### src/design/psp_pkg.sv
// Shared types and codes for the polygon stream parser.
// No dependencies; imported by every module of the block.
package psp_pkg;

  typedef enum logic [2:0] {
    KIND_PALETTE    = 3'd0,
    KIND_VERTEX     = 3'd1,
    KIND_END_FRAME  = 3'd2,
    KIND_NEXT_BLOCK = 3'd3,
    KIND_END_STREAM = 3'd4
  } kind_t;

  localparam int CFG_IDX_BITS = 3;
  localparam int CFG_DATA_BITS = 8;

  localparam logic [CFG_IDX_BITS-1:0] CFG_PALETTE_FLAG_MASK = 3'd0;
  localparam logic [CFG_IDX_BITS-1:0] CFG_INDEXED_FLAG_MASK = 3'd1;
  localparam logic [CFG_IDX_BITS-1:0] CFG_END_FRAME_CODE    = 3'd2;
  localparam logic [CFG_IDX_BITS-1:0] CFG_NEXT_BLOCK_CODE   = 3'd3;
  localparam logic [CFG_IDX_BITS-1:0] CFG_END_STREAM_CODE   = 3'd4;

  // Result word as it leaves the parser; x/y may still come from the table.
  typedef struct packed {
    kind_t      kind;
    logic [3:0] pal_index;
    logic [3:0] red;
    logic [3:0] green;
    logic [3:0] blue;
    logic [7:0] vert_x;
    logic [7:0] vert_y;
    logic [3:0] poly_colour;
    logic [3:0] poly_size;
    logic       last_vertex;
    logic       from_table;
    logic       table_hit;
  } res_desc_t;

  // Vertex table access issued by the parser.
  typedef struct packed {
    logic        wr_en;
    logic [7:0]  wr_idx;
    logic [15:0] wr_data;
    logic        rd_en;
    logic [7:0]  rd_idx;
  } vtab_req_t;

endpackage

### src/design/psp_out.sv
// Result pipeline: table-read stage then output register, with backpressure to the input.
// Depends on psp_pkg for the result descriptor.
module psp_out (
  input  logic                clk,
  input  logic                rst_n,
  input  logic                load,
  input  psp_pkg::res_desc_t  desc_in,
  input  logic [15:0]         rd_data,
  output logic                in_ready,
  output logic                out_valid,
  input  logic                out_ready,
  output logic [2:0]          kind,
  output logic [3:0]          pal_index,
  output logic [3:0]          red,
  output logic [3:0]          green,
  output logic [3:0]          blue,
  output logic [7:0]          vert_x,
  output logic [7:0]          vert_y,
  output logic [3:0]          poly_colour,
  output logic [3:0]          poly_size,
  output logic                last_vertex
);
  import psp_pkg::*;

  logic      s1_valid_r, s1_valid_nxt;
  res_desc_t s1_r;
  logic      out_valid_r, out_valid_nxt;
  res_desc_t out_r, merged;
  logic      s1_go;

  assign s1_go    = s1_valid_r && (!out_valid_r || out_ready);
  assign in_ready = !s1_valid_r || s1_go;

  // table data is held by the memory until the next read, which cannot
  // be issued while this word waits here
  always_comb begin
    merged = s1_r;
    if (s1_r.from_table) begin
      merged.vert_x = s1_r.table_hit ? rd_data[15:8] : 8'd0;
      merged.vert_y = s1_r.table_hit ? rd_data[7:0] : 8'd0;
    end
    s1_valid_nxt  = load ? 1'b1 : (s1_go ? 1'b0 : s1_valid_r);
    out_valid_nxt = s1_go ? 1'b1 : ((out_valid_r && out_ready) ? 1'b0 : out_valid_r);
  end

  always_ff @(posedge clk) begin
    if (!rst_n) begin
      s1_valid_r  <= 1'b0;
      out_valid_r <= 1'b0;
    end else begin
      s1_valid_r  <= s1_valid_nxt;
      out_valid_r <= out_valid_nxt;
    end
  end

  always_ff @(posedge clk) begin
    if (load) begin
      s1_r <= desc_in;
    end
    if (s1_go) begin
      out_r <= merged;
    end
  end

  assign out_valid   = out_valid_r;
  assign kind        = out_r.kind;
  assign pal_index   = out_r.pal_index;
  assign red         = out_r.red;
  assign green       = out_r.green;
  assign blue        = out_r.blue;
  assign vert_x      = out_r.vert_x;
  assign vert_y      = out_r.vert_y;
  assign poly_colour = out_r.poly_colour;
  assign poly_size   = out_r.poly_size;
  assign last_vertex = out_r.last_vertex;

endmodule

### config.mk
export PLATFORM = sky130hd
export DESIGN_NAME = psp_out
export DESIGN_NICKNAME = d
export VERILOG_FILES = /design/src/design/psp_pkg.sv /design/src/design/psp_out.sv
export SDC_FILE = /design/constraint.sdc
export NUM_CORES = 1
export LEC_CHECK = 0
export BUFFER_PORTS_ARGS = -buffer_cell sky130_fd_sc_hd__buf_4
export CAP_MARGIN = 20
export CORE_ASPECT_RATIO = 0.7
export CORE_MARGIN = 2
export CORE_UTILIZATION = 40
export CTS_CLUSTER_SIZE = 30
export DETAILED_ROUTE_END_ITERATION = 12
export HOLD_SLACK_MARGIN = 0.08
export PLACE_DENSITY = 0.66
export SYNTH_ARGS = -nofsm -noshare
export SYNTH_HDL_FRONTEND = slang
export SYNTH_SLANG_ARGS = --single-unit
### constraint.sdc
create_clock -name clk -period 8.3 [get_ports clk]
set_input_delay 0 -clock clk [delete_from_list [all_inputs] [get_ports clk]]
set_output_delay 0 -clock clk [all_outputs]
set_load 0.01 [all_outputs]
==> metrics.yaml, run 1 <==
grt:
  top_usage_layer: "met2"
  grt_pass1_wl_um: 9340
  track_usage_pct: 15.5
  grt_start_max_net_pins: 48
  use_met3_pct: 7.70
  antenna_found_initial: 0
  grt_util_met2_pct: 25.7
  grt_pass1_vias: 1941
  overflow: 0
  use_met1_pct: 17.3
clock_tree:
  clock_path_buffers: 2
  cts_resized: 0
  cts_made_buffers: 9
  clkSinkCount: 92
  cts-root-buf: "clkbuf_8"
  clk_pin_slew_ns: 0.09
  htree_levels: 3
  tritoncts: "built"
  clk_latency_ns: 0.34
placement:
  io_buffers: 111
  placed_cells: 328
  gp_congestion: 0.691
routing:
  num_vias: 1761
  drt_iter0_drc: 36
  ant_nets: 0
  drt_first_pass_iters: 4
  drcViolationCount: 0
  wl_um: 5950
  wl_per_cell_um: 14.5
  vias_per_cell: 4.31
critical_path:
  cp.required_ns: 8.34
  cp_max_fo: 27
  critical_path_class: "flop to flop"
  crit_arrival_ns: 1.61
  end_kind: "flop"
  cp-start-kind: "flop"
final_layout:
  insertedDiodeCount: 0
  drive_above_1_share_pct: 43.1
  nets: 372
  finalNonFillerCells: 409
  synthToLayoutAreaGrowth_pct: 61.0
  final_util_pct: 66.1
floorplan:
  core.rowCount: 26
  dieArea_mm2: 0.00816
  ios: 112
  start_util_pct: 41.0
  die-height_um: 76.2
  dieWidth_um: 107
  core_area_mm2: 0.00725
synthesis:
  ys_ff_latch: 92
  avgSynthCellArea_um2: 24.6
  synth_area_leaders: "edfxtp_1 91%, a22o_1 3.2%, a22o_2 1.7%, dfxtp_1 1.3%, buf_8 0.50%"
  synth.distinct_cells: 15
  ys.flop_type: "edfxtp_1"
  seq_area_frac_synth_pct: 92.1
  synth_most_common_cell: "edfxtp_1"
  synthCells: 121
  yosys.area.top_type: "edfxtp_1"
  yosys_warnings: 0
  syn_nets: 187
  synth_top_area_share_pct: 90.8
  ys_async_sr_fraction_pct: 0
  mappedNetlistArea_mm2: 0.00298
  synth_edf_count: 90
  ys_top_cells_by_count: "90 x edfxtp_1, 11 x a22o_1, 5 x a22o_2"
timing:
  slew_violations: 0
  finalSetupTns_ns: 0
  hold_violations: 0
  rsz0062_at_grt: "false"
  slew_headroom_pct: 60.0
  worst_pin_slew_ns: 0.601
  setup_viol: 0
  period_share_pct: 18.8
  worst_clock_skew_ns: 0.00736
  max_freq_mhz: 639
  min_period_ns: 1.56
power_and_ir_drop:
  p_leak_nw: 1.90
  power_density_mw_per_mm2: 202
  max-vdd-ir-drop_uv: 149
min_path:
  hp-class: "primary input to flop"
outcome:
  status: "completed"
job:
  drv_cap: 0
flip-flops by register name (all words and copies together) (netlist names), 3 cells and up:
name	flops
green	4
vert_x	8
merged	30
vert_y	8
blue	4
poly_size	4
kind	3
poly_colour	4
pal_index	4
s1_r	16
red	4
critical path, stage by stage (launching register included):
cell	delay, ns
dfxtp_1	0.32
nor2b_1	0.18
nor2b_4	0.49
buf_12	0.26
layout by cell type (no fill, tap or decap), types with 2 or more instances in the layout:
| master | instances |
|---|---|
| inv_1 | 2 |
| a22o_2 | 5 |
| clkbuf_8 | 9 |
| bufinv_16 | 2 |
| a22o_1 | 11 |
| buf_4 | 111 |
| dfxtp_1 | 2 |
| edfxtp_1 | 90 |
| dlygate4sd3_1 | 65 |
| clkinv_2 | 2 |
timing repair:
item,CTS,global route
hold endpoints to repair,64,0
setup buffers,0,0
hold buffers,65,0
through the flow:
step	instance area [um^2]	hold WS (ns)	worst slack, ns	power (mW)
floorplan	2980	0.0989	5.38	0.589
global placement	3910	0.178	6.48	0.637
detailed placement	3930	0.179	6.75	0.640
CTS	4790	0.183	6.73	0.977
global route	4790	0.192	6.63	1.00
finish	4790	0.188	6.74	0.967
cell families (layout without fill, tap and decap cells):
kind of cell           Yosys count  count (layout)  synth area share (%)
AO/OA/AOI/OAI                   18              18                  5.34
buffers and inverters            5             195                  1.30
flip-flops                      92              92                  92.1
AND/OR/NAND/NOR                  6               6                  1.22
layer usage:
layer / routed length (um) / vias to the layer above
li1: - / 858
met4: 99 / 0
met5: 0 / -
met2: 3050 / 70
met1: 2280 / 821
met3: 521 / 12
cell type report:
class                           instances  area, um^2
Sequential cell                        92        2740
Fill cell                             507        2460
Timing Repair Buffer                  177        1500
Multi-Input combinational cell         24         203
Clock buffer                            9         124
Tap cell                               98         123
Clock inverter                          7        90.1
Inverter                                2        7.51
final timing paths:
path / cells after the start / startpoint / endpoint / slack (ns)
setup / recovery: 3 / out_valid$_SDFFE_PN0P_ / green[2]$_DFFE_PP_ / 6.74
hold / removal: 1 / load / merged[29]$_DFFE_PP_ / 0.19
setup reg to reg: 3 / out_valid$_SDFFE_PN0P_ / green[2]$_DFFE_PP_ / 6.74
hold reg to reg: 0 / merged[35]$_DFFE_PP_ / red[0]$_DFFE_PP_ / 0.42
where the power goes:
part           switching, mW  total (mW)  internal [mW]  leakage (nW)
clock network          0.144       0.313          0.168         0.107
logic                 0.0366      0.0983         0.0617         0.908
registers            0.00854       0.556          0.547         0.881
total                  0.189       0.967          0.777          1.90
Note: power is estimated with default switching activity, not from simulation.
==> run 2: changes to the inputs <==
Settings changed: PLACE_DENSITY 0.66 to 0.69.
Clock period 8.3 ns to 1.4 ns, I/O delays scaled along.
==> run 2 against run 1 <==
Net effect:
- fmax up 22%
- non-clock buffer count stayed put
- sequential cell count stayed put
- global-route usage grew 0.68 points
- worst setup slack lost 6.6 ns
- clock power rose to 5.7 times the previous value
- critical path type unchanged
==> metrics.yaml, run 2 (synthesized netlist as in run 1, its figures left out) <==
floorplan:
  ios: 112
  dieWidth_um: 107
  die-height_um: 76.2
  start_util_pct: 41.0
  core.rowCount: 26
  dieArea_mm2: 0.00816
  core_area_mm2: 0.00725
min_path:
  hp-class: "primary input to flop"
  hold_end: "s1_r[15]$_DFFE_PP_"
  min-delay-start: "load"
  hold_depth: 1
placement:
  dpl_cell_area_mm2: 0.00394
  place_ws_ns: 0.229
  hpwl_um: 3770
  gp_congestion: 0.782
  io_buffers: 111
timing:
  worst_pin_slew_ns: 0.601
  whs_ns: 0.193
  slew_violations: 0
  rsz0062_at_grt: "false"
  period_share_pct: 91.5
  max_freq_mhz: 781
  setup_viol: 0
  hold_violations: 0
  fin_ws_ns: 0.120
  worst_clock_skew_ns: 0.0113
  min_period_ns: 1.28
  slew_headroom_pct: 59.9
clock_tree:
  clk_latency_ns: 0.35
  cts-root-buf: "clkbuf_8"
  htree_levels: 3
  clock_path_buffers: 2
  cts_made_buffers: 9
  clk_pin_slew_ns: 0.09
  tritoncts: "built"
  clkSinkCount: 92
final_layout:
  insertedDiodeCount: 0
  final_common_cell: "buf_4"
  largest_register_ffs: 30
  nets: 372
  fin_area_mm2: 0.00479
  synthToLayoutAreaGrowth_pct: 61.0
  layout_common_cells: "111 x buf_4, 90 x edfxtp_1, 65 x dlygate4sd3_1, 11 x a22o_1, 9 x clkbuf_8"
  final_util_pct: 66.1
  drive_above_1_share_pct: 44.1
critical_path:
  crit_arrival_ns: 1.52
  reg2reg_slack_ns: 0.12
  critical_path_class: "flop to flop"
  cp.required_ns: 1.64
  cp_max_fo: 4
  cp-start-kind: "flop"
  end_kind: "flop"
  r2r_cells: 3
  rr_startpoint: "out_valid$_SDFFE_PN0P_"
  reg2reg_to: "out_valid$_SDFFE_PN0P_"
grt:
  grt_pass1_wl_um: 9600
  grt_start_max_net_pins: 48
  track_usage_pct: 16.2
  antenna_found_initial: 0
  overflow: 0
  grt_pass1_vias: 1855
routing:
  num_vias: 1818
  drcViolationCount: 0
  vias_per_cell: 4.44
  ant_nets: 0
  wl_per_cell_um: 15.6
  drt_iter0_drc: 64
  wl_um: 6370
  drt_first_pass_iters: 4
power_and_ir_drop:
  power_mw: 5.67
  max-vdd-ir-drop_uv: 501
  p_leak_nw: 1.89
  power_density_mw_per_mm2: 1180
job:
  drv_cap: 0
outcome:
  status: "completed"
run 2: changes by cell type in the layout (fill, tap and decap cells not counted):
cell,delta
dfxtp_1,-1
nor2b_1,-1
nor2b_4,+1
inv_8,+1
clkinv_1,-1
clkinv_2,-1
bufinv_16,-1
inv_6,+2
dfxtp_2,+1
run 2: layout make-up:
type | count | area, um^2
timing repair buffer | 177 | 1500
inverter | 2 | 7.51
clock inverter | 7 | 80.1
fill | 488 | 2460
multi-input combinational | 24 | 210
clock buffer | 9 | 124
tap | 98 | 123
sequential | 92 | 2740
run 2: routing by layer:
metal	vias to the layer above	GRT usage [%]	routed length (um)
met5	-	0	0
met4	0	7.40	182
met3	14	5.13	403
met2	82	26.4	3180
met1	863	19.8	2610
li1	859	-	-
run 2: worst max-delay path: stages, from the launching register on:
cell and delay [ns]:
dfxtp_2 0.33, nor2b_4 0.14, o21a_1 0.16, dlygate4sd3_1 0.55
run 2: how the worst max path moves through the flow:
stage                                       from                      to  depth (start not counted)
after floorplan           out_valid$_SDFFE_PN0P_       blue[0]$_DFFE_PP_                          2
after global placement    out_valid$_SDFFE_PN0P_     vert_x[5]$_DFFE_PP_                          3
after detailed placement     merged[1]$_DFFE_PP_     vert_y[1]$_DFFE_PP_                          2
after CTS                 out_valid$_SDFFE_PN0P_  out_valid$_SDFFE_PN0P_                          3
after global routing      out_valid$_SDFFE_PN0P_  out_valid$_SDFFE_PN0P_                          3
final                     out_valid$_SDFFE_PN0P_  out_valid$_SDFFE_PN0P_                          3
run 2: repair_timing:
action / CTS / global route
endpoints found under the setup margin: 0 / 0
setup buffers: 0 / 0
hold buffers: 65 / 0
endpoints found under the hold margin: 64 / 0
gates resized for setup: 0 / 0
run 2: through the flow:
step,TNS [ns],cells
global placement,0,328
finish,0,409
detailed placement,0,328
CTS,0,409
global route,0,409
floorplan,-6.03,121
run 2: power breakdown:
| part | internal [mW] | switching (mW) |
|---|---|---|
| clock | 0.853 | 0.929 |
| sequential | 3.25 | 0.0555 |
| combinational | 0.368 | 0.220 |
