--- src/design/psp_pkg.sv ---
// Shared types and codes for the polygon stream parser.
// No dependencies; imported by every module of the block.
package psp_pkg;

  typedef enum logic [2:0] {
    KIND_PALETTE    = 3'd0,
    KIND_VERTEX     = 3'd1,
    KIND_END_FRAME  = 3'd2,
    KIND_NEXT_BLOCK = 3'd3,
    KIND_END_STREAM = 3'd4
  } kind_t;

  localparam int CFG_IDX_BITS = 3;
  localparam int CFG_DATA_BITS = 8;

  localparam logic [CFG_IDX_BITS-1:0] CFG_PALETTE_FLAG_MASK = 3'd0;
  localparam logic [CFG_IDX_BITS-1:0] CFG_INDEXED_FLAG_MASK = 3'd1;
  localparam logic [CFG_IDX_BITS-1:0] CFG_END_FRAME_CODE    = 3'd2;
  localparam logic [CFG_IDX_BITS-1:0] CFG_NEXT_BLOCK_CODE   = 3'd3;
  localparam logic [CFG_IDX_BITS-1:0] CFG_END_STREAM_CODE   = 3'd4;

  // Result word as it leaves the parser; x/y may still come from the table.
  typedef struct packed {
    kind_t      kind;
    logic [3:0] pal_index;
    logic [3:0] red;
    logic [3:0] green;
    logic [3:0] blue;
    logic [7:0] vert_x;
    logic [7:0] vert_y;
    logic [3:0] poly_colour;
    logic [3:0] poly_size;
    logic       last_vertex;
    logic       from_table;
    logic       table_hit;
  } res_desc_t;

  // Vertex table access issued by the parser.
  typedef struct packed {
    logic        wr_en;
    logic [7:0]  wr_idx;
    logic [15:0] wr_data;
    logic        rd_en;
    logic [7:0]  rd_idx;
  } vtab_req_t;

endpackage

--- src/design/psp_parser.sv ---
// Byte parser: frame/palette/table/polygon sequencing, config registers, table accesses.
// Depends on psp_pkg for result and table request types.
module psp_parser #(
  parameter int BLOCK_BYTES_LOG2   = 16,
  parameter int VERTEX_TABLE_DEPTH = 256,
  parameter int ADDRESS_BITS       = 24
) (
  input  logic                                clk,
  input  logic                                rst_n,
  input  logic                                cfg_we,
  input  logic [psp_pkg::CFG_IDX_BITS-1:0]    cfg_index,
  input  logic [psp_pkg::CFG_DATA_BITS-1:0]   cfg_data,
  input  logic                                accept,
  input  logic                                action,
  input  logic [7:0]                          data_byte,
  output logic                                emit,
  output psp_pkg::res_desc_t                  desc,
  output psp_pkg::vtab_req_t                  vreq
);
  import psp_pkg::*;

  localparam int AB = ADDRESS_BITS;
  localparam int BL = BLOCK_BYTES_LOG2;

  typedef enum logic [3:0] {
    PH_FLAGS   = 4'd0,
    PH_MASK_HI = 4'd1,
    PH_MASK_LO = 4'd2,
    PH_COL_HI  = 4'd3,
    PH_COL_LO  = 4'd4,
    PH_TCOUNT  = 4'd5,
    PH_TX      = 4'd6,
    PH_TY      = 4'd7,
    PH_HEADER  = 4'd8,
    PH_VIDX    = 4'd9,
    PH_VX      = 4'd10,
    PH_VY      = 4'd11,
    PH_SKIP    = 4'd12
  } phase_t;

  // highest set bit, with a found flag on top
  function automatic logic [4:0] top_bit(input logic [15:0] m);
    logic [4:0] r;
    r = 5'd0;
    for (int i = 0; i < 16; i++) begin
      if (m[i]) begin
        r = {1'b1, 4'(i)};
      end
    end
    return r;
  endfunction

  logic [7:0]    pal_mask_r, idx_mask_r, end_frame_r, next_block_r, end_stream_r;
  phase_t        phase_r, phase_nxt;
  logic [AB-1:0] addr_r, addr_nxt, addr_inc;
  logic [AB-1:0] skip_r, skip_nxt;
  logic [7:0]    flags_r, flags_nxt;
  logic [15:0]   pmask_r, pmask_nxt;
  logic [3:0]    pbit_r, pbit_nxt;
  logic [7:0]    high_r, high_nxt;
  logic [7:0]    tcount_r, tcount_nxt;
  logic [7:0]    tpos_r, tpos_nxt;
  logic [3:0]    remain_r, remain_nxt;
  logic [3:0]    total_r, total_nxt;
  logic [3:0]    colour_r, colour_nxt;
  logic [7:0]    pend_x_r, pend_x_nxt;
  logic          ended_r, ended_nxt;

  logic [AB-BL-1:0] blk_next;
  logic             proceed;
  phase_t           cur;
  logic             ix_cur, ix_b;
  logic [4:0]       tb;
  logic [15:0]      mask_tmp;
  logic [3:0]       remain_dec;
  logic [7:0]       tpos_inc;
  logic             b_in_table, tpos_in_table;

  assign addr_inc      = addr_r + AB'(1);
  assign blk_next      = addr_inc[AB-1:BL] + (AB-BL)'(1);
  assign ix_cur        = |(flags_r & idx_mask_r);
  assign ix_b          = |(data_byte & idx_mask_r);
  assign remain_dec    = remain_r - 4'd1;
  assign tpos_inc      = tpos_r + 8'd1;
  assign b_in_table    = {1'b0, data_byte} < 9'(VERTEX_TABLE_DEPTH);
  assign tpos_in_table = {1'b0, tpos_r} < 9'(VERTEX_TABLE_DEPTH);
  assign proceed       = !ended_r && !(phase_r == PH_SKIP && addr_r != skip_r);
  assign cur           = (phase_r == PH_SKIP) ? PH_FLAGS : phase_r;

  always_comb begin
    phase_nxt  = phase_r;
    addr_nxt   = addr_r;
    skip_nxt   = skip_r;
    flags_nxt  = flags_r;
    pmask_nxt  = pmask_r;
    pbit_nxt   = pbit_r;
    high_nxt   = high_r;
    tcount_nxt = tcount_r;
    tpos_nxt   = tpos_r;
    remain_nxt = remain_r;
    total_nxt  = total_r;
    colour_nxt = colour_r;
    pend_x_nxt = pend_x_r;
    ended_nxt  = ended_r;
    emit       = 1'b0;
    desc       = '0;
    vreq       = '0;
    mask_tmp   = '0;
    tb         = '0;

    if (accept) begin
      if (action) begin
        addr_nxt  = '0;
        ended_nxt = 1'b0;
        phase_nxt = PH_FLAGS;
      end else begin
        addr_nxt = addr_inc;
        if (proceed) begin
          case (cur)
            PH_FLAGS: begin
              flags_nxt = data_byte;
              if (|(data_byte & pal_mask_r)) begin
                phase_nxt = PH_MASK_HI;
              end else begin
                phase_nxt = ix_b ? PH_TCOUNT : PH_HEADER;
              end
            end
            PH_MASK_HI: begin
              high_nxt  = data_byte;
              phase_nxt = PH_MASK_LO;
            end
            PH_MASK_LO: begin
              mask_tmp  = {high_r, data_byte};
              pmask_nxt = mask_tmp;
              tb        = top_bit(mask_tmp);
              if (tb[4]) begin
                pbit_nxt  = tb[3:0];
                phase_nxt = PH_COL_HI;
              end else begin
                phase_nxt = ix_cur ? PH_TCOUNT : PH_HEADER;
              end
            end
            PH_COL_HI: begin
              high_nxt  = data_byte;
              phase_nxt = PH_COL_LO;
            end
            PH_COL_LO: begin
              emit           = 1'b1;
              desc.kind      = KIND_PALETTE;
              desc.pal_index = ~pbit_r;
              desc.red       = {high_r[2:0], 1'b0};
              desc.green     = {data_byte[6:4], 1'b0};
              desc.blue      = {data_byte[2:0], 1'b0};
              mask_tmp       = pmask_r & ~(16'd1 << pbit_r);
              pmask_nxt      = mask_tmp;
              tb             = top_bit(mask_tmp);
              if (tb[4]) begin
                pbit_nxt  = tb[3:0];
                phase_nxt = PH_COL_HI;
              end else begin
                phase_nxt = ix_cur ? PH_TCOUNT : PH_HEADER;
              end
            end
            PH_TCOUNT: begin
              tcount_nxt = data_byte;
              tpos_nxt   = 8'd0;
              phase_nxt  = (data_byte == 8'd0) ? PH_HEADER : PH_TX;
            end
            PH_TX: begin
              pend_x_nxt = data_byte;
              phase_nxt  = PH_TY;
            end
            PH_TY: begin
              vreq.wr_en   = tpos_in_table;
              vreq.wr_idx  = tpos_r;
              vreq.wr_data = {pend_x_r, data_byte};
              tpos_nxt     = tpos_inc;
              phase_nxt    = (tpos_inc == tcount_r) ? PH_HEADER : PH_TX;
            end
            PH_HEADER: begin
              if (data_byte == end_frame_r) begin
                emit      = 1'b1;
                desc.kind = KIND_END_FRAME;
                phase_nxt = PH_FLAGS;
              end else if (data_byte == next_block_r) begin
                emit      = 1'b1;
                desc.kind = KIND_NEXT_BLOCK;
                skip_nxt  = {blk_next, {BL{1'b0}}};
                phase_nxt = PH_SKIP;
              end else if (data_byte == end_stream_r) begin
                emit      = 1'b1;
                desc.kind = KIND_END_STREAM;
                ended_nxt = 1'b1;
                phase_nxt = PH_FLAGS;
              end else begin
                total_nxt  = data_byte[3:0];
                colour_nxt = data_byte[7:4];
                remain_nxt = data_byte[3:0];
                if (data_byte[3:0] == 4'd0) begin
                  phase_nxt = PH_HEADER;
                end else begin
                  phase_nxt = ix_cur ? PH_VIDX : PH_VX;
                end
              end
            end
            PH_VIDX, PH_VY: begin
              emit             = 1'b1;
              desc.kind        = KIND_VERTEX;
              desc.poly_colour = colour_r;
              desc.poly_size   = total_r;
              desc.last_vertex = (remain_r == 4'd1);
              if (cur == PH_VIDX) begin
                // coordinates come from the registered table read, available in the following cycle
                desc.from_table = 1'b1;
                desc.table_hit  = b_in_table;
                vreq.rd_en      = 1'b1;
                vreq.rd_idx     = data_byte;
              end else begin
                desc.vert_x = pend_x_r;
                desc.vert_y = data_byte;
              end
              remain_nxt = remain_dec;
              if (remain_dec == 4'd0) begin
                phase_nxt = PH_HEADER;
              end else begin
                phase_nxt = ix_cur ? PH_VIDX : PH_VX;
              end
            end
            PH_VX: begin
              pend_x_nxt = data_byte;
              phase_nxt  = PH_VY;
            end
            default: begin
              phase_nxt = PH_FLAGS;
            end
          endcase
        end
      end
    end
  end

  always_ff @(posedge clk) begin
    if (!rst_n) begin
      pal_mask_r   <= 8'd2;
      idx_mask_r   <= 8'd4;
      end_frame_r  <= 8'd255;
      next_block_r <= 8'd254;
      end_stream_r <= 8'd253;
      phase_r      <= PH_FLAGS;
      addr_r       <= '0;
      skip_r       <= '0;
      flags_r      <= '0;
      pmask_r      <= '0;
      pbit_r       <= 4'd15;
      high_r       <= '0;
      tcount_r     <= '0;
      tpos_r       <= '0;
      remain_r     <= '0;
      total_r      <= '0;
      colour_r     <= '0;
      pend_x_r     <= '0;
      ended_r      <= 1'b0;
    end else begin
      if (cfg_we) begin
        case (cfg_index)
          CFG_PALETTE_FLAG_MASK: pal_mask_r   <= cfg_data;
          CFG_INDEXED_FLAG_MASK: idx_mask_r   <= cfg_data;
          CFG_END_FRAME_CODE:    end_frame_r  <= cfg_data;
          CFG_NEXT_BLOCK_CODE:   next_block_r <= cfg_data;
          CFG_END_STREAM_CODE:   end_stream_r <= cfg_data;
          default: ;
        endcase
      end
      phase_r  <= phase_nxt;
      addr_r   <= addr_nxt;
      skip_r   <= skip_nxt;
      flags_r  <= flags_nxt;
      pmask_r  <= pmask_nxt;
      pbit_r   <= pbit_nxt;
      high_r   <= high_nxt;
      tcount_r <= tcount_nxt;
      tpos_r   <= tpos_nxt;
      remain_r <= remain_nxt;
      total_r  <= total_nxt;
      colour_r <= colour_nxt;
      pend_x_r <= pend_x_nxt;
      ended_r  <= ended_nxt;
    end
  end

endmodule

--- config.mk ---
export PLATFORM = sky130hd
export DESIGN_NAME = psp_parser
export DESIGN_NICKNAME = d
export VERILOG_FILES = /design/src/design/psp_pkg.sv /design/src/design/psp_parser.sv
export SDC_FILE = /design/constraint.sdc
export NUM_CORES = 1
export LEC_CHECK = 0
export ABC_AREA = 1
export BUFFER_PORTS_ARGS = -buffer_cell sky130_fd_sc_hd__buf_2
export CAP_MARGIN = 20
export CORE_UTILIZATION = 40
export CTS_CLUSTER_SIZE = 20
export DETAILED_ROUTE_END_ITERATION = 16
export PLACE_DENSITY = 0.62
export SLEW_MARGIN = 20
export SYNTH_ARGS = -nofsm -noshare
export SYNTH_HDL_FRONTEND = slang
export SYNTH_SLANG_ARGS = --single-unit
--- constraint.sdc ---
create_clock -name clk -period 2.6 [get_ports clk]
set_input_delay 0.52 -clock clk [delete_from_list [all_inputs] [get_ports clk]]
set_output_delay 0.52 -clock clk [all_outputs]
set_load 0.05 [all_outputs]
==> flow_summary.json <==
{
  "dp_slack_ns": -0.392,
  "clock_tree.buffer_depth": 2,
  "syn-mean-instance-area_um2": 6.57,
  "required_ns": 2.08,
  "num_antenna_cells": 0,
  "power.ir.vdd_worst_mv": 0.461,
  "post_synth_main_area_contributors": "sky130_fd_sc_hd__dfxtp_1 35%, sky130_fd_sc_hd__nand2_1 12%, sky130_fd_sc_hd__nor2_1 7.9%",
  "post_route_cells_drive_above_1_share": 0.262,
  "post-synth-top-count-cell": "sky130_fd_sc_hd__nand2_1",
  "grt_max_degree": 88,
  "die_area_um2": 21700,
  "failed_checks": "negative setup slack",
  "synth_largest_area_cell": "sky130_fd_sc_hd__dfxtp_1",
  "detailedRoute.firstPassIterationCount": 5,
  "tightest_slew_ns": 0.861,
  "initial_core_util": 0.412,
  "final.fill_count": 1894,
  "worstSetupPathType": "reg2out",
  "crit-reg2reg-capture": "skip_r[22]",
  "fin_area_um2": 11900,
  "synth_async_sr_flop_share": 0,
  "worstSetupEndpointType": "output port",
  "max_slew_margin": 0.426,
  "synth-seq-cells": 149,
  "ys_types": 46,
  "achievable-frequency_mhz": 329,
  "cts_sinks": 149,
  "synthesis.area_um2": 8450,
  "cts_tree": "done",
  "tns_ns": -27.42,
  "fin_crit_ns": 3.04,
  "die_height_um": 147,
  "gr-usage-all-layers": 0.247,
  "timing.reg2reg.worst_path_depth": 17,
  "finalCritPeriodShare": 1.17,
  "path_max_fanout": 6,
  "clk_pin_slew_worst_setup_hold_paths_ns": 0.06,
  "fp-row-count": 52,
  "cts.root.buffer_cell": "sky130_fd_sc_hd__clkbuf_16",
  "setup.worst_path.start_class": "flop",
  "power.density_cell_area_nw_per_um2": 474,
  "clk_latency_ns": 0.43,
  "yosysWarnings": 0,
  "place.detailed.hpwl_um": 18800,
  "postSynthCellCount": 1286,
  "drt.antenna.violating_nets": 0,
  "finClkSkew_ns": 0.0117,
  "gpl.final_weighted_congestion": 0.883,
  "rsz0062_at_grt": "yes",
  "avgRoutedWirePerCell_um": 15.3,
  "instance_area_at_placement_um2": 10400,
  "global_route_congestion_overflow_total": 0,
  "route.vias.total": 8969,
  "synth_common_cells": "261 x sky130_fd_sc_hd__nand2_1, 178 x sky130_fd_sc_hd__nor2_1, 149 x sky130_fd_sc_hd__dfxtp_1, 134 x sky130_fd_sc_hd__inv_1, 117 x sky130_fd_sc_hd__o21ai_0",
  "pins_over_their_slew_limit": 0,
  "vias_in_the_first_global_route": 8241,
  "synth_top_area_frac": 0.353,
  "path_type_of_the_worst_min_delay_path": "in2reg",
  "h_tree_depth": 4,
  "ff2ff_setup_slack_ns": 0.14,
  "drt_wl_total_um": 26600,
  "worst_setup_path_startpoint": "addr_r[1]",
  "cts_inserted_buffers": 17,
  "endpoints_failing_setup": 78,
  "worst_r2r_startpoint": "addr_r[0]",
  "timing.final.ws_setup_ns": -0.436,
  "detailedRoute.firstIterationViolations": 591,
  "fin_util": 0.579,
  "final_net_count": 1493,
  "whs_ns": 0.394,
  "area_growth_syn_to_layout_pct": 40.5,
  "floorplan.die.width_um": 147,
  "grt_antenna_before_repair": 0,
  "ratio_of_routed_vias_to_standard_cells": 5.14,
  "cap_violations": 0,
  "i_o_pin_total": 105,
  "portBuffers": 101,
  "capture_point_of_the_worst_path": "vreq[4]",
  "cp_data_arrival_time_ns": 2.52,
  "core_footprint_um2": 20500,
  "drc_errors": 0,
  "status": "complete, but fails checks",
  "yosys_most_used_dff": "sky130_fd_sc_hd__dfxtp_1",
  "power.static_leakage_nw": 5.04,
  "grt_first_pass_wirelength_um": 42500,
  "synth_edf_count": 0,
  "synth_seq_area_share": 0.353,
  "hold_viol": 0
}
==> where the power goes <==
group	internal, mW	total, mW	leakage, nW	switching (mW)
Clock	1.64	2.68	0.300	1.04
Combinational	0.199	0.595	3.54	0.396
Sequential	2.33	2.36	1.21	0.0284
==> logic make-up after synthesis <==
| logic type | Yosys count | share of synthesized area |
|---|---|---|
| other | 1 | 0.000444 |
| and+or+nand+nor | 630 | 0.331 |
| AOI/OAI and AO/OA | 254 | 0.163 |
| xor gates and xnor gates | 37 | 0.0418 |
| buffers and inverters | 208 | 0.0999 |
| DFF | 149 | 0.353 |
| adders and majority gates | 7 | 0.0104 |
==> critical path, stage by stage (launching register included) <==
cell and delay (ns):
sky130_fd_sc_hd__dfxtp_1 0.31, sky130_fd_sc_hd__inv_1 0.07, sky130_fd_sc_hd__ha_1 0.14, sky130_fd_sc_hd__nand4_1 0.08, sky130_fd_sc_hd__nor4_2 0.32, sky130_fd_sc_hd__nand3_1 0.15
sky130_fd_sc_hd__nand2_2 0.11, sky130_fd_sc_hd__nand3_4 0.14, sky130_fd_sc_hd__nor3_4 0.25, sky130_fd_sc_hd__inv_1 0.09, sky130_fd_sc_hd__buf_6 0.16, sky130_fd_sc_hd__nor2_4 0.11
sky130_fd_sc_hd__buf_8 0.15
==> layout by cell type (no fill, tap or decap), drive strengths merged <==
master      n
o311ai      2
o211ai      8
a21oi      98
dfxtp     149
clkbuf     20
buf       213
nand3      83
or3         1
nor3       43
bufinv      4
inv       146
a211oi      8
xor2       26
and2        2
a41oi       1
o22ai       8
o21bai      1
a31oi       2
xnor3       1
ha          7
xnor2      10
nor4        9
nand4      23
a221oi      4
clkinvlp    4
clkinv      8
a22o        1
conb        3
or2        12
nor2      191
o21ai     121
nand2     266
==> state kept, by name, summed over array words and instances (netlist names), 8 cells and up <==
register      cells
end_frame_r       8
tpos_r            8
pmask_r          16
idx_mask_r        8
end_stream_r      8
tcount_r          8
pend_x_r          8
skip_r            8
pal_mask_r        8
flags_r           8
high_r            8
next_block_r      8
addr_r           24
==> how the worst min path moves through the flow <==
stage | slack, ns | endpoint | cells after the start | startpoint
2_1_floorplan | 0.43 | pal_mask_r[1] | 2 | pal_mask_r[1]
3_3_place_gp | 0.45 | pal_mask_r[2] | 2 | pal_mask_r[2]
3_5_place_dp | 0.45 | pal_mask_r[1] | 2 | pal_mask_r[1]
4_1_cts | 0.39 | end_stream_r[0] | 3 | cfg_data[0]
5_1_grt | 0.41 | end_stream_r[0] | 3 | cfg_data[0]
6_report | 0.39 | end_stream_r[0] | 3 | cfg_data[0]
==> metal layers <==
metal | global-route usage | routed length (um) | part of all wire
met1 | 0.334 | 12300 | 0.46
met2 | 0.412 | 12700 | 0.48
met3 | 0.0351 | 1410 | 0.053
met4 | 0.0588 | 294 | 0.011
met5 | 0 | 0 | 0
==> what timing repair did <==
| action | CTS | global route |
|---|---|---|
| hold endpoints to repair | 0 | 0 |
| setup buffers | 7 | 6 |
| hold buffers | 0 | 0 |
| endpoints found under the setup margin | 114 | 120 |
| pin swaps | 6 | 12 |
| gates cloned | 0 | 2 |
| gates resized for setup | 174 | 31 |
==> layout make-up <==
| class | count | area (um^2) | area share |
|---|---|---|---|
| clock buffers | 18 | 439 | 0.0370 |
| clock inverters | 14 | 199 | 0.0168 |
| inverters | 148 | 574 | 0.0484 |
| multi-input cells | 931 | 5330 | 0.449 |
| flip-flops and latches | 149 | 2980 | 0.251 |
| well taps | 270 | 338 | 0.0285 |
| repair buffers | 215 | 2010 | 0.169 |
==> stage by stage <==
stage / total power, mW / instances
global route: 5.82 / 1745
floorplan: 2.76 / 1288
CTS: 5.64 / 1738
finish: 5.63 / 1745
global placement: 2.96 / 1699
detailed placement: 2.96 / 1699
No activity file was read; power rests on OpenSTA's default activity.
